## config.mk

```make
export PLATFORM = sky130hd
export DESIGN_NAME = ppp_ctrl
export DESIGN_NICKNAME = d
export VERILOG_FILES = /design/src/sv/ppp_pkg.sv /design/src/sv/ppp_ctrl.sv
export SDC_FILE = /design/constraint.sdc
export NUM_CORES = 1
export LEC_CHECK = 0
export BUFFER_PORTS_ARGS = -buffer_cell sky130_fd_sc_hd__buf_2
export CAP_MARGIN = 20
export CORE_MARGIN = 3
export CORE_UTILIZATION = 48
export CTS_BUF_LIST = sky130_fd_sc_hd__clkbuf_8
export CTS_CLUSTER_SIZE = 8
export DETAILED_ROUTE_END_ITERATION = 10
export PLACE_DENSITY = 0.92
export SYNTH_ARGS = -nofsm -noshare
export SYNTH_HDL_FRONTEND = slang
export SYNTH_SLANG_ARGS = --single-unit
export TNS_END_PERCENT = 1
```

## constraint.sdc

```tcl
create_clock -name i_clk -period 2.6 [get_ports i_clk]
set_input_delay 0.39 -clock i_clk [delete_from_list [all_inputs] [get_ports i_clk]]
set_output_delay 0.39 -clock i_clk [all_outputs]
set_load 0.02 [all_outputs]
```

## src/sv/ppp_pkg.sv

```systemverilog
// shared types and constants for the particle pool physics step block
// no dependencies; imported by ppp_ctrl, ppp_dpath and the top level
package ppp_pkg;

    localparam int POOL_DEPTH_DEF = 512;
    localparam int SINE_STEPS_DEF = 1024;

    localparam logic [7:0]  GRAVITY_RST = 8'd77;
    localparam logic [8:0]  DRAG_RST    = 9'd254;
    localparam logic [9:0]  PHASE_RST   = 10'd24;
    localparam logic [10:0] BOTTOM_RST  = 11'd478;

    localparam logic [7:0] LIFE_START = 8'd255;
    localparam int CFG_DW = 11;
    localparam int CNT_OW = 10;

    typedef enum logic [1:0] {
        CMD_TICK  = 2'd0,
        CMD_SPAWN = 2'd1,
        CMD_CLEAR = 2'd2
    } t_cmd_code;

    typedef enum logic [1:0] {
        CFG_GRAVITY = 2'd0,
        CFG_DRAG    = 2'd1,
        CFG_PHASE   = 2'd2,
        CFG_BOTTOM  = 2'd3
    } t_cfg_idx;

    // controller to datapath
    typedef struct packed {
        logic load;
        logic rd_en;
        logic rd_tick;
        logic clr_wr;
        logic spawn_wr;
        logic cnt_clr;
    } t_dp_cmd;

    // datapath to controller
    typedef struct packed {
        logic probe_free;
        logic full;
    } t_dp_stat;

endpackage

```

## src/sv/ppp_ctrl.sv

```systemverilog
// sequencer for sweeps, spawn probe and result register
// depends on ppp_pkg
module ppp_ctrl #(
    parameter int POOL_DEPTH = ppp_pkg::POOL_DEPTH_DEF,
    parameter int AW = $clog2(POOL_DEPTH),
    parameter int CW = $clog2(POOL_DEPTH + 1)
) (
    input  logic                       i_clk,
    input  logic                       i_rst_n,
    input  logic                       i_in_valid,
    output logic                       o_in_ready,
    input  logic [1:0]                 i_cmd,
    output logic                       o_out_valid,
    input  logic                       i_out_ready,
    output logic [ppp_pkg::CNT_OW-1:0] o_alive_count,
    output logic                       o_dropped,
    output ppp_pkg::t_dp_cmd           o_dp_cmd,
    output logic [AW-1:0]              o_rd_addr,
    output logic [AW-1:0]              o_wr_addr,
    input  ppp_pkg::t_dp_stat          i_stat,
    input  logic [AW-1:0]              i_probe_addr,
    input  logic [CW-1:0]              i_alive
);
    import ppp_pkg::*;

    localparam logic [AW-1:0] LAST = AW'(POOL_DEPTH - 1);

    typedef enum logic [2:0] {
        S_INIT, S_IDLE, S_TICK, S_DRAIN, S_PROBE, S_CLR, S_DONE
    } t_state;

    t_state               r_state;
    logic [AW-1:0]        r_cnt;
    logic                 r_drop;
    logic                 r_out_vld;
    logic                 r_out_drop;
    logic [CNT_OW-1:0]    r_out_count;
    logic                 out_free;

    assign out_free = !r_out_vld || i_out_ready;

    always_comb begin
        o_dp_cmd          = '0;
        o_dp_cmd.load     = (r_state == S_IDLE) && i_in_valid;
        o_dp_cmd.rd_en    = (r_state == S_TICK) || (r_state == S_PROBE);
        o_dp_cmd.rd_tick  = (r_state == S_TICK);
        o_dp_cmd.clr_wr   = (r_state == S_INIT) || (r_state == S_CLR);
        o_dp_cmd.cnt_clr  = o_dp_cmd.clr_wr;
        o_dp_cmd.spawn_wr = (r_state == S_PROBE) && i_stat.probe_free;
        o_rd_addr         = r_cnt;
        o_wr_addr         = (r_state == S_PROBE) ? i_probe_addr : r_cnt;
    end

    always_ff @(posedge i_clk) begin
        if (!i_rst_n) begin
            r_state   <= S_INIT;
            r_cnt     <= '0;
            r_drop    <= 1'b0;
            r_out_vld <= 1'b0;
        end else begin
            if ((r_state == S_DONE) && out_free) begin
                r_out_vld <= 1'b1;
            end else if (r_out_vld && i_out_ready) begin
                r_out_vld <= 1'b0;
            end
            case (r_state)
                S_INIT: begin
                    r_cnt <= r_cnt + 1'b1;
                    if (r_cnt == LAST) begin
                        r_cnt   <= '0;
                        r_state <= S_IDLE;
                    end
                end
                S_IDLE: begin
                    if (i_in_valid) begin
                        r_cnt  <= '0;
                        r_drop <= 1'b0;
                        case (t_cmd_code'(i_cmd))
                            CMD_TICK:  r_state <= S_TICK;
                            CMD_CLEAR: r_state <= S_CLR;
                            CMD_SPAWN: begin
                                if (i_stat.full) begin
                                    r_drop  <= 1'b1;
                                    r_state <= S_DONE;
                                end else begin
                                    r_state <= S_PROBE;
                                end
                            end
                            default: r_state <= S_DONE;
                        endcase
                    end
                end
                S_TICK: begin
                    r_cnt <= r_cnt + 1'b1;
                    if (r_cnt == LAST) begin
                        r_cnt   <= '0;
                        r_state <= S_DRAIN;
                    end
                end
                S_DRAIN: begin
                    r_cnt <= r_cnt + 1'b1;
                    if (r_cnt == AW'(2)) begin
                        r_state <= S_DONE;
                    end
                end
                S_PROBE: begin
                    if (i_stat.probe_free) begin
                        r_state <= S_DONE;
                    end else if (r_cnt != LAST) begin
                        r_cnt <= r_cnt + 1'b1;
                    end
                end
                S_CLR: begin
                    r_cnt <= r_cnt + 1'b1;
                    if (r_cnt == LAST) begin
                        r_state <= S_DONE;
                    end
                end
                S_DONE: begin
                    if (out_free) begin
                        r_out_drop  <= r_drop;
                        r_out_count <= CNT_OW'(i_alive);
                        r_state     <= S_IDLE;
                    end
                end
                default: r_state <= S_INIT;
            endcase
        end
    end

    assign o_in_ready    = (r_state == S_IDLE);
    assign o_out_valid   = r_out_vld;
    assign o_dropped     = r_out_drop;
    assign o_alive_count = r_out_count;

endmodule

```

==> results_tabular.tex, run 1 <==
\begin{tabular}{lr}
\hline
Metric & Value \\
\hline
\multicolumn{2}{l}{\textbf{Placed design}} \\
Total half-perimeter wirelength after legalization and detailed placement & 2540 µm \\
Buffers on Ports & 63 \\
Gpl congestion & 0.823 \\
Setup Slack @ Placement & 0.253 ns \\
\multicolumn{2}{l}{\textbf{Cells and area}} \\
Antenna cell count & 0 \\
Number of fill cells & 239 \\
Area overhead of the layout relative to synthesis & 27.1\% \\
Net count, final & 240 \\
Share of final-layout standard cells stronger than drive strength 1 & 40.9\% \\
Combined flip-flop and latch cell area & 611 µm² \\
Area occupied by multi-input gates & 752 µm² \\
\multicolumn{2}{l}{\textbf{Synth}} \\
Synthesized instance count & 146 \\
Syn Area/Cell & 9.78 µm² \\
Most common cell in the synthesized netlist & sky130\_fd\_sc\_hd\_\_dfxtp\_1 \\
Number of flip-flops and latches in the synthesized netlist & 25 \\
Post-synth EDFFs & 11 \\
Post-synthesis net count & 177 \\
Number of library cell types mapped by synthesis & 42 \\
Fraction of synthesized cell area taken by the top area cell type & 23.1\% \\
YS warnings & 0 \\
Cell taking the most area after synthesis & sky130\_fd\_sc\_hd\_\_edfxtp\_1 \\
Post-synthesis async set-or-reset flop share & 0\% \\
Commonest register cell after synthesis & sky130\_fd\_sc\_hd\_\_dfxtp\_1 \\
Fraction of the yosys area taken by sequential cells & 42.8\% \\
Summed instance area of the synthesized netlist & 1430 µm² \\
Ranking of synthesized cells by area & sky130\_fd\_sc\_hd\_\_edfxtp\_1, sky130\_fd\_sc\_hd\_\_dfxtp\_1, sky130\_fd\_sc\_hd\_\_mux2\_2 \\
Synth top cells by count & sky130\_fd\_sc\_hd\_\_dfxtp\_1, sky130\_fd\_sc\_hd\_\_edfxtp\_1, sky130\_fd\_sc\_hd\_\_nand2\_1 \\
\multicolumn{2}{l}{\textbf{Pwr}} \\
Int Power & 0.550 mW \\
Combinational fraction of design power & 9.3\% \\
Cell Pwr Density & 389 nW/µm² \\
Worst IR Drop VDD & 0.188 mV \\
Clock Power Share & 31.2\% \\
Sequential cell fraction of total power & 59.5\% \\
Switching part of the total power & 22.1\% \\
Static leakage power & 0.809 nW \\
Net switching power of the design & 0.156 mW \\
\multicolumn{2}{l}{\textbf{Die}} \\
Die outline area & 3660 µm² \\
Placeable core region & 2810 µm² \\
Top-Level Pins & 64 \\
Site Rows & 19 \\
Starting density of the core & 50.9\% \\
Die extent in x & 60.5 µm \\
Die Y-Extent & 60.5 µm \\
\multicolumn{2}{l}{\textbf{STA}} \\
Rel. slew slack & 65.4\% \\
RSZ-0062 raised after global routing & no \\
Worst slew pin tran & 0.519 ns \\
Clock Skew & 0.00460 ns \\
Slew Viols, Final & 0 \\
Hold Vio Cnt, Final & 0 \\
Final critical-path required period & 2.41 ns \\
Final count of negative-setup-slack endpoints & 0 \\
Part of the cycle the worst path needs & 92.6\% \\
Max Clock Freq & 0.415 GHz \\
Post-route setup TNS & 0 ns \\
Final critical-path setup slack & 0.192 ns \\
\multicolumn{2}{l}{\textbf{Drt}} \\
Router iterations before antenna repair & 4 \\
Routed met2 length & 1530 µm \\
Uppermost layer routed & met4 \\
DR iter-0 viols & 38 \\
Number of vias in the routed layout & 1356 \\
Met1 Routed Length & 1460 µm \\
Routed wire per std cell & 14.0 µm \\
Total Routed Length & 3340 µm \\
DR vias/cell & 5.67 \\
Post-route DRC violation count & 0 \\
Met3 routed wirelength & 313 µm \\
Routed Antenna Nets & 0 \\
\multicolumn{2}{l}{\textbf{Clock tree}} \\
Postcts setup bufs & 0 \\
Clock transition at the register clock pins on the worst setup and hold paths after CTS & 0.08 ns \\
Worst-Skew Late Latency & 0.26 ns \\
Clock root buffer & sky130\_fd\_sc\_hd\_\_clkbuf\_8 \\
H-tree depth & 1 \\
Clock buffers created by TritonCTS & 3 \\
CTS sink cnt & 25 \\
Number of gates given a new drive strength after cts & 0 \\
Clock tree from TritonCTS & built \\
Maximum clock insertion buffer count & 2 \\
\# hold bufs at CTS & 0 \\
\multicolumn{2}{l}{\textbf{Setup path}} \\
Endpoint arrival time on the critical path & 2.61 ns \\
Largest driver fanout on the critical path & 16 \\
R2r endpoint & o\_rd\_addr[4] \\
Critical path launch point type & register \\
Worst reg-to-reg path cell count & 8 \\
Data required time at the worst endpoint & 2.80 ns \\
Critical setup path kind & register to register \\
Worst setup slack for register-to-register paths & 0.19 ns \\
Endpoint class of the critical path & register \\
Worst reg2reg path startpoint & o\_rd\_addr[2] \\
\multicolumn{2}{l}{\textbf{Job}} \\
Max capacitance violation total & 0 \\
\multicolumn{2}{l}{\textbf{Global route}} \\
Wire length of the first global-routing pass & 5270 µm \\
Number of antenna violations at the first check in global routing & 0 \\
Pin count of the biggest net entering global routing & 17 \\
Tot GR Track Use & 18.6\% \\
Total gr overflow & 0 \\
Number of global-route vias before repair & 1132 \\
\multicolumn{2}{l}{\textbf{Worst hold path}} \\
Worst hold path type & primary input to register \\
Hold Path Sink & o\_alive\_count[6] \\
Min-delay src & i\_alive[6] \\
Hold Path Stages & 1 \\
\multicolumn{2}{l}{\textbf{Run status}} \\
Run status & complete, no violations \\
\hline
\end{tabular}
worst max-delay path, cell delays in order (launching register included):
cell	delay [ns]
sky130_fd_sc_hd__dfxtp_1	0.41
sky130_fd_sc_hd__and4_1	0.26
sky130_fd_sc_hd__nand2_1	0.10
sky130_fd_sc_hd__nor2_1	0.09
sky130_fd_sc_hd__ha_1	0.22
sky130_fd_sc_hd__o21ba_1	0.19
sky130_fd_sc_hd__o21a_1	0.35
sky130_fd_sc_hd__or4_1	0.57
sky130_fd_sc_hd__a21oi_1	0.16
sequential cells by signal, summed over array words and instances (netlist names):
| register | cells |
|---|---|
| o_alive_count | 10 |
| o_dropped | 1 |
| o_out_valid | 1 |
| o_rd_addr | 9 |
| r_drop | 1 |
| r_state | 3 |
cells by family (layout without fill, tap and decap cells):
kind of cell             Yosys count  after routing  synth area share (%)
adder cells (fa/ha/maj)            4              4                  3.51
flip-flops                        25             25                  42.8
buffers and inverters             14             76                  4.56
AND/OR/NAND/NOR                   57             57                  23.8
XOR/XNOR                           1              1                 0.614
AO/OA/AOI/OAI                     32             32                  14.8
multiplexers                      13             13                  9.90
how the worst max path moves through the flow:
stage	startpoint	to	slack, ns
after floorplan	o_rd_addr[2]	o_rd_addr[5]	0.46
after global placement	o_rd_addr[2]	o_rd_addr[6]	0.41
after detailed placement	o_rd_addr[2]	o_rd_addr[4]	0.25
after CTS	o_rd_addr[2]	o_rd_addr[4]	0.22
after global routing	o_rd_addr[2]	o_rd_addr[4]	0.10
final	o_rd_addr[2]	o_rd_addr[4]	0.19
power groups by stage:
stage	Sequential, mW	Clock, mW	Combinational, mW
3_5_place_dp	0.429	0	0.0659
4_1_cts	0.420	0.226	0.0663
3_3_place_gp	0.428	0	0.0646
6_report	0.420	0.220	0.0658
5_1_grt	0.421	0.239	0.0736
2_1_floorplan	0.431	0	0.0308
metal layers:
metal	GRT usage (%)	vias up
met5	0	-
li1	-	663
met3	3.19	4
met1	26.1	622
met2	29.3	67
met4	5.57	0
area by class of cell:
| cell class | count | area share [%] |
|---|---|---|
| tap | 31 | 2.14 |
| timing repair buffer | 68 | 19.4 |
| inverter | 4 | 0.828 |
| clock inverter | 1 | 0.207 |
| clock buffer | 3 | 2.28 |
| sequential | 25 | 33.7 |
| multi-input combinational | 107 | 41.4 |
through the flow:
stage / cells / total power [mW] / cell area (µm²) / utilization (%) / hold WS (ns)
floorplan: 146 / 0.461 / 1430 / - / 0.408
global placement: 235 / 0.493 / 1770 / 63.1 / 0.425
detailed placement: 235 / 0.495 / 1770 / 63.1 / 0.436
CTS: 239 / 0.712 / 1810 / 64.7 / 0.293
global route: 239 / 0.733 / 1810 / 64.7 / 0.292
finish: 239 / 0.706 / 1810 / 64.7 / 0.297
layout by cell type, fill, tap and decap left out, types with 4 or more instances in the layout:
cell type	count
sky130_fd_sc_hd__a21oi_1	9
sky130_fd_sc_hd__buf_2	63
sky130_fd_sc_hd__buf_4	5
sky130_fd_sc_hd__dfxtp_1	14
sky130_fd_sc_hd__edfxtp_1	11
sky130_fd_sc_hd__ha_1	4
sky130_fd_sc_hd__inv_1	5
sky130_fd_sc_hd__mux2_2	9
sky130_fd_sc_hd__mux2i_1	4
sky130_fd_sc_hd__nand2_1	11
sky130_fd_sc_hd__nand2b_1	5
sky130_fd_sc_hd__nand3_1	6
sky130_fd_sc_hd__nand3b_1	5
sky130_fd_sc_hd__nor2_1	7
sky130_fd_sc_hd__o21ai_0	6
sky130_fd_sc_hd__o31ai_1	4
sky130_fd_sc_hd__or3_1	4
Power figures use the tool's default switching activity.
==> inputs of run 2 (changes only) <==
--- a/config.mk
+++ b/config.mk
@@ -6,7 +6,7 @@
 export NUM_CORES = 1
 export LEC_CHECK = 0
 export BUFFER_PORTS_ARGS = -buffer_cell sky130_fd_sc_hd__buf_2
-export CAP_MARGIN = 20
+export CORE_ASPECT_RATIO = 1.1
 export CORE_MARGIN = 3
 export CORE_UTILIZATION = 48
 export CTS_BUF_LIST = sky130_fd_sc_hd__clkbuf_8
==> run 2 against run 1 <==
Compared with the run above:
- critical path depth stayed put
- register-to-register slack better by 0.12 ns
- first-iteration DRC count is 39% lower
- global-route usage is 0.30 points lower
- sequential power hardly changed
- non-clock buffer count is 1 higher
- die area hardly changed
- routed wire length is 2.2% higher
- final cell count is 1.3% higher
- clock power is 2% lower
- final area is 0.62% higher
- combinational power is 2% higher
- critical path type unchanged
==> results_tabular.tex, run 2 (synthesized netlist as in run 1, its figures left out) <==
\begin{tabular}{lr}
\hline
Metric & Value \\
\hline
\multicolumn{2}{l}{\textbf{Setup path}} \\
Worst path max stage delay & 0.56 ns \\
Data required time at the worst endpoint & 2.79 ns \\
Critical setup path kind & register to register \\
Series of cell instances along the critical path & and4\_1 -> nand2\_1 -> nor2\_1 -> ha\_1 -> o21ba\_1 -> o21a\_1 -> or4\_1 -> a21oi\_1 \\
Endpoint class of the critical path & register \\
Endpoint arrival time on the critical path & 2.48 ns \\
Buf/Inv on CP & 0 \\
Critical path launch point type & register \\
Largest driver fanout on the critical path & 16 \\
Top Family by Delay on Critical Path & simple AND/OR/NAND/NOR gates \\
Crit path max-delay cell type & sky130\_fd\_sc\_hd\_\_or4\_1 \\
\multicolumn{2}{l}{\textbf{STA}} \\
Rel. slew slack & 67.5\% \\
Final count of negative-setup-slack endpoints & 0 \\
Final critical-path setup slack & 0.313 ns \\
Hold Vio Cnt, Final & 0 \\
Worst slew pin tran & 0.488 ns \\
Clock Skew & 0.00371 ns \\
RSZ-0062 raised after global routing & no \\
Part of the cycle the worst path needs & 88.0\% \\
Post-route setup TNS & 0 ns \\
Max Clock Freq & 0.437 GHz \\
Smallest hold slack & 0.302 ns \\
Final critical-path required period & 2.29 ns \\
Slew Viols, Final & 0 \\
\multicolumn{2}{l}{\textbf{Clock tree}} \\
CTS sink cnt & 25 \\
Clock tree from TritonCTS & built \\
Number of gates given a new drive strength after cts & 0 \\
H-tree depth & 1 \\
Postcts setup bufs & 0 \\
Maximum clock insertion buffer count & 2 \\
Worst-Skew Late Latency & 0.26 ns \\
\# hold bufs at CTS & 0 \\
Clock root buffer & sky130\_fd\_sc\_hd\_\_clkbuf\_8 \\
Clock transition at the register clock pins on the worst setup and hold paths after CTS & 0.08 ns \\
Clock buffers created by TritonCTS & 3 \\
\multicolumn{2}{l}{\textbf{Drt}} \\
Uppermost layer routed & met4 \\
Met1 Routed Length & 1450 µm \\
Total Routed Length & 3410 µm \\
Routed wire per std cell & 14.1 µm \\
Number of vias in the routed layout & 1325 \\
DR vias/cell & 5.48 \\
Router iterations before antenna repair & 4 \\
Routed Antenna Nets & 0 \\
Met3 routed wirelength & 326 µm \\
Routed met2 length & 1610 µm \\
DR iter-0 viols & 23 \\
Post-route DRC violation count & 0 \\
\multicolumn{2}{l}{\textbf{Die}} \\
Top-Level Pins & 64 \\
Placeable core region & 2800 µm² \\
Die Y-Extent & 63.2 µm \\
Starting density of the core & 50.9\% \\
Die outline area & 3670 µm² \\
Die extent in x & 58 µm \\
Site Rows & 20 \\
\multicolumn{2}{l}{\textbf{Cells and area}} \\
Commonest cells after routing, fill and taps aside & sky130\_fd\_sc\_hd\_\_buf\_2, sky130\_fd\_sc\_hd\_\_dfxtp\_1, sky130\_fd\_sc\_hd\_\_nand2\_1, sky130\_fd\_sc\_hd\_\_edfxtp\_1 \\
Net count, final & 241 \\
Final Instance Count excl. Fillers & 242 \\
Combined flip-flop and latch cell area & 611 µm² \\
Flip-flop count of the largest register, all copies and words added & 10 \\
Number of fill cells & 246 \\
Share of final-layout standard cells stronger than drive strength 1 & 41.6\% \\
Area occupied by multi-input gates & 752 µm² \\
Area overhead of the layout relative to synthesis & 27.9\% \\
Commonest non-fill, non-tap cell in the layout & sky130\_fd\_sc\_hd\_\_buf\_2 \\
Antenna cell count & 0 \\
\multicolumn{2}{l}{\textbf{Placed design}} \\
Total half-perimeter wirelength after legalization and detailed placement & 2670 µm \\
Buffers on Ports & 63 \\
DP Cell Count & 238 \\
Gpl congestion & 0.895 \\
Setup Slack @ Placement & 0.341 ns \\
\multicolumn{2}{l}{\textbf{Pwr}} \\
Worst IR Drop VDD & 0.311 mV \\
Cell Pwr Density & 385 nW/µm² \\
Static leakage power & 0.813 nW \\
\multicolumn{2}{l}{\textbf{Global route}} \\
Wire length of the first global-routing pass & 5510 µm \\
Tot GR Track Use & 18.3\% \\
Pin count of the biggest net entering global routing & 17 \\
Total gr overflow & 0 \\
Number of antenna violations at the first check in global routing & 0 \\
Number of global-route vias before repair & 1263 \\
\multicolumn{2}{l}{\textbf{Worst hold path}} \\
Worst hold path type & primary input to register \\
\multicolumn{2}{l}{\textbf{Job}} \\
Max capacitance violation total & 0 \\
\multicolumn{2}{l}{\textbf{Run status}} \\
Run status & complete, no violations \\
\hline
\end{tabular}
[run 2: layout make-up]
type	instances	area share, %
clock buffer	3	2.26
timing repair buffer	69	19.7
tap	33	2.26
multi-input combinational	107	41.2
inverter	4	0.822
clock inverter	1	0.274
sequential	25	33.4
[run 2: through the flow]
stage	instance area [µm²]	power, mW	util, %
after detailed placement	1780	0.496	63.5
final	1830	0.703	65.1
after CTS	1830	0.713	65.1
after global routing	1830	0.740	65.1
after global placement	1780	0.493	63.5
after floorplan	1430	0.461	-
[run 2: path summary, 6_finish.rpt]
kind	start	slack, ns	depth (start not counted)	endpoint
worst max-delay path	o_rd_addr[2]	0.31	8	o_rd_addr[4]
worst min-delay path	i_alive[8]	0.30	1	o_alive_count[8]
worst max register to register	o_rd_addr[2]	0.31	8	o_rd_addr[4]
worst min register to register	r_drop	0.43	0	o_dropped
[run 2: power by group]
part,switching (mW),total [mW],internal [mW]
Clock,0.110,0.216,0.107
Combinational,0.0355,0.0674,0.0319
Sequential,0.00663,0.419,0.412
Total,0.152,0.703,0.551
[run 2: per-layer routing]
metal | global-route usage (%) | vias to the layer above
met3 | 2.87 | 4
met2 | 32.2 | 69
met5 | 0 | -
met4 | 3.77 | 0
li1 | - | 665
met1 | 23.2 | 587
==> inputs of run 3 (changes only) <==
--- a/config.mk
+++ b/config.mk
@@ -12,6 +12,7 @@
 export CTS_BUF_LIST = sky130_fd_sc_hd__clkbuf_8
 export CTS_CLUSTER_SIZE = 8
 export DETAILED_ROUTE_END_ITERATION = 10
+export GPL_TIMING_DRIVEN = 0
 export PLACE_DENSITY = 0.92
 export SYNTH_ARGS = -nofsm -noshare
 export SYNTH_HDL_FRONTEND = slang
==> run 3 against run 2 <==
Compared with the run above:
- maximum frequency fell by 2.5%
- flip-flop and latch count stayed put
- non-clock buffer count increased by 4
- die area is the same
- clock skew down 0.0026 ns
- critical endpoint is now o_rd_addr[5]
- highest routed layer unchanged
==> results_tabular.tex, run 3 (synthesized netlist as in run 1, its figures left out) <==
\begin{tabular}{lr}
\hline
Metric & Value \\
\hline
\multicolumn{2}{l}{\textbf{Global route}} \\
Pin count of the biggest net entering global routing & 15 \\
Tot GR Track Use & 19.0\% \\
Wire length of the first global-routing pass & 5640 µm \\
Number of global-route vias before repair & 1264 \\
Number of antenna violations at the first check in global routing & 0 \\
Total gr overflow & 0 \\
\multicolumn{2}{l}{\textbf{Pwr}} \\
Switching part of the total power & 22.2\% \\
Static leakage power & 0.817 nW \\
Net switching power of the design & 0.157 mW \\
Sequential cell fraction of total power & 58.9\% \\
Cell Pwr Density & 386 nW/µm² \\
Int Power & 0.552 mW \\
Combinational fraction of design power & 9.8\% \\
Worst IR Drop VDD & 0.298 mV \\
Clock Power Share & 31.3\% \\
\multicolumn{2}{l}{\textbf{Clock tree}} \\
Number of gates given a new drive strength after cts & 0 \\
Clock root buffer & sky130\_fd\_sc\_hd\_\_clkbuf\_8 \\
Clock transition at the register clock pins on the worst setup and hold paths after CTS & 0.08 ns \\
Postcts setup bufs & 0 \\
CTS sink cnt & 25 \\
\# hold bufs at CTS & 0 \\
Clock tree from TritonCTS & built \\
Maximum clock insertion buffer count & 2 \\
H-tree depth & 1 \\
Clock buffers created by TritonCTS & 3 \\
Worst-Skew Late Latency & 0.26 ns \\
\multicolumn{2}{l}{\textbf{Setup path}} \\
Endpoint class of the critical path & register \\
Worst path max stage delay & 0.36 ns \\
Worst reg-to-reg path cell count & 10 \\
Crit path max-delay cell type & sky130\_fd\_sc\_hd\_\_nor4\_2 \\
Largest driver fanout on the critical path & 10 \\
Critical path launch point type & register \\
CP dominant cell by count & sky130\_fd\_sc\_hd\_\_buf\_2 \\
Series of cell instances along the critical path & buf\_2 -> and4\_1 -> nand2\_1 -> nor2\_1 -> ha\_1 -> o21ba\_1 -> o21a\_1 -> buf\_2 -> nor4\_2 -> mux2i\_1 \\
Worst reg2reg path startpoint & o\_rd\_addr[2] \\
Critical setup path kind & register to register \\
Worst setup slack for register-to-register paths & 0.25 ns \\
Endpoint arrival time on the critical path & 2.54 ns \\
Data required time at the worst endpoint & 2.79 ns \\
R2r endpoint & o\_rd\_addr[5] \\
\multicolumn{2}{l}{\textbf{Cells and area}} \\
Net count, final & 245 \\
Combined flip-flop and latch cell area & 611 µm² \\
Area overhead of the layout relative to synthesis & 28.6\% \\
Commonest cells after routing, fill and taps aside & sky130\_fd\_sc\_hd\_\_buf\_2, sky130\_fd\_sc\_hd\_\_dfxtp\_1, sky130\_fd\_sc\_hd\_\_nand2\_1, sky130\_fd\_sc\_hd\_\_edfxtp\_1 \\
Commonest non-fill, non-tap cell in the layout & sky130\_fd\_sc\_hd\_\_buf\_2 \\
Share of final-layout standard cells stronger than drive strength 1 & 41.3\% \\
Flip-flop count of the largest register, all copies and words added & 10 \\
Antenna cell count & 0 \\
Area occupied by multi-input gates & 757 µm² \\
Number of fill cells & 246 \\
\multicolumn{2}{l}{\textbf{Drt}} \\
Post-route DRC violation count & 0 \\
Routed Antenna Nets & 0 \\
Number of vias in the routed layout & 1386 \\
DR vias/cell & 5.63 \\
Routed wire per std cell & 14.0 µm \\
DR iter-0 viols & 36 \\
Total Routed Length & 3450 µm \\
Router iterations before antenna repair & 5 \\
\multicolumn{2}{l}{\textbf{Die}} \\
Placeable core region & 2800 µm² \\
Die Y-Extent & 63.2 µm \\
Top-Level Pins & 64 \\
Die outline area & 3670 µm² \\
Starting density of the core & 50.9\% \\
Die extent in x & 58 µm \\
Site Rows & 20 \\
\multicolumn{2}{l}{\textbf{Placed design}} \\
Total half-perimeter wirelength after legalization and detailed placement & 2630 µm \\
Buffers on Ports & 63 \\
Setup Slack @ Placement & 0.0718 ns \\
Gpl congestion & 0.874 \\
\multicolumn{2}{l}{\textbf{STA}} \\
Clock Skew & 0.00113 ns \\
Final critical-path required period & 2.35 ns \\
Final critical-path setup slack & 0.254 ns \\
Part of the cycle the worst path needs & 90.2\% \\
Post-route setup TNS & 0 ns \\
Slew Viols, Final & 0 \\
RSZ-0062 raised after global routing & no \\
Final count of negative-setup-slack endpoints & 0 \\
Max Clock Freq & 0.426 GHz \\
Rel. slew slack & 46.1\% \\
Hold Vio Cnt, Final & 0 \\
Worst slew pin tran & 0.804 ns \\
\multicolumn{2}{l}{\textbf{Worst hold path}} \\
Hold Path Stages & 1 \\
Worst hold path type & primary input to register \\
Hold Path Sink & o\_alive\_count[4] \\
Min-delay src & i\_alive[4] \\
\multicolumn{2}{l}{\textbf{Job}} \\
Max capacitance violation total & 0 \\
\multicolumn{2}{l}{\textbf{Run status}} \\
Run status & complete, no violations \\
\hline
\end{tabular}
## run 3: cell count changes in the layout (fill, tap and decap cells not counted)
| cell | previous run | this run |
|---|---|---|
| sky130_fd_sc_hd__clkbuf_1 | 0 | 4 |
| sky130_fd_sc_hd__nor3_2 | 0 | 1 |
| sky130_fd_sc_hd__nor3_1 | 2 | 1 |
| sky130_fd_sc_hd__buf_4 | 6 | 2 |
| sky130_fd_sc_hd__buf_2 | 63 | 67 |
## run 3: cell type report
type | instances | share of cell area, %
inverters | 4 | 0.818
repair buffers | 63 | 17.2
clock inverters | 1 | 0.273
well taps | 33 | 2.25
clock buffers | 3 | 2.25
flip-flops and latches | 25 | 33.3
plain buffers | 10 | 2.73
multi-input cells | 107 | 41.2
## run 3: stage by stage
step                std cells  power, mW  hold WS, ns  area, µm²  utilization (%)
floorplan                 146      0.461        0.408       1430                -
global placement          242      0.494        0.416       1780             63.7
detailed placement        242      0.497        0.426       1780             63.7
CTS                       246      0.712        0.299       1830             65.3
global route              246      0.738        0.294       1840             65.5
finish                    246      0.709        0.301       1840             65.5
## run 3: worst max-delay path by stage
stage,startpoint,endpoint,cells past startpoint
floorplan,o_rd_addr[2],o_rd_addr[5],10
global placement,r_state[1],o_alive_count[4],3
detailed placement,r_state[1],o_alive_count[1],3
CTS,r_state[1],o_alive_count[1],3
global route,o_rd_addr[2],o_rd_addr[5],10
finish,o_rd_addr[2],o_rd_addr[5],10
## run 3: power groups by stage
stage | Clock [mW] | Combinational [mW] | Sequential [mW]
2_1_floorplan | 0 | 0.0308 | 0.431
3_3_place_gp | 0 | 0.0671 | 0.427
3_5_place_dp | 0 | 0.0697 | 0.427
4_1_cts | 0.224 | 0.0700 | 0.418
5_1_grt | 0.243 | 0.0770 | 0.419
6_report | 0.222 | 0.0698 | 0.418
## run 3: worst max-delay path: cells and delay by family, from the launching register on
family | cells | cell delay [ns]
fa+ha+maj | 1 | 0.19
mux | 1 | 0.22
buf+inv | 2 | 0.38
flops | 1 | 0.31
compound gates | 2 | 0.41
simple gates | 4 | 0.77
## run 3: layer usage
metal | global-route usage, % | routed length (µm)
met1 | 24.6 | 1450
met2 | 33.3 | 1670
met3 | 2.25 | 294
met4 | 4.06 | 36
met5 | 0 | 0
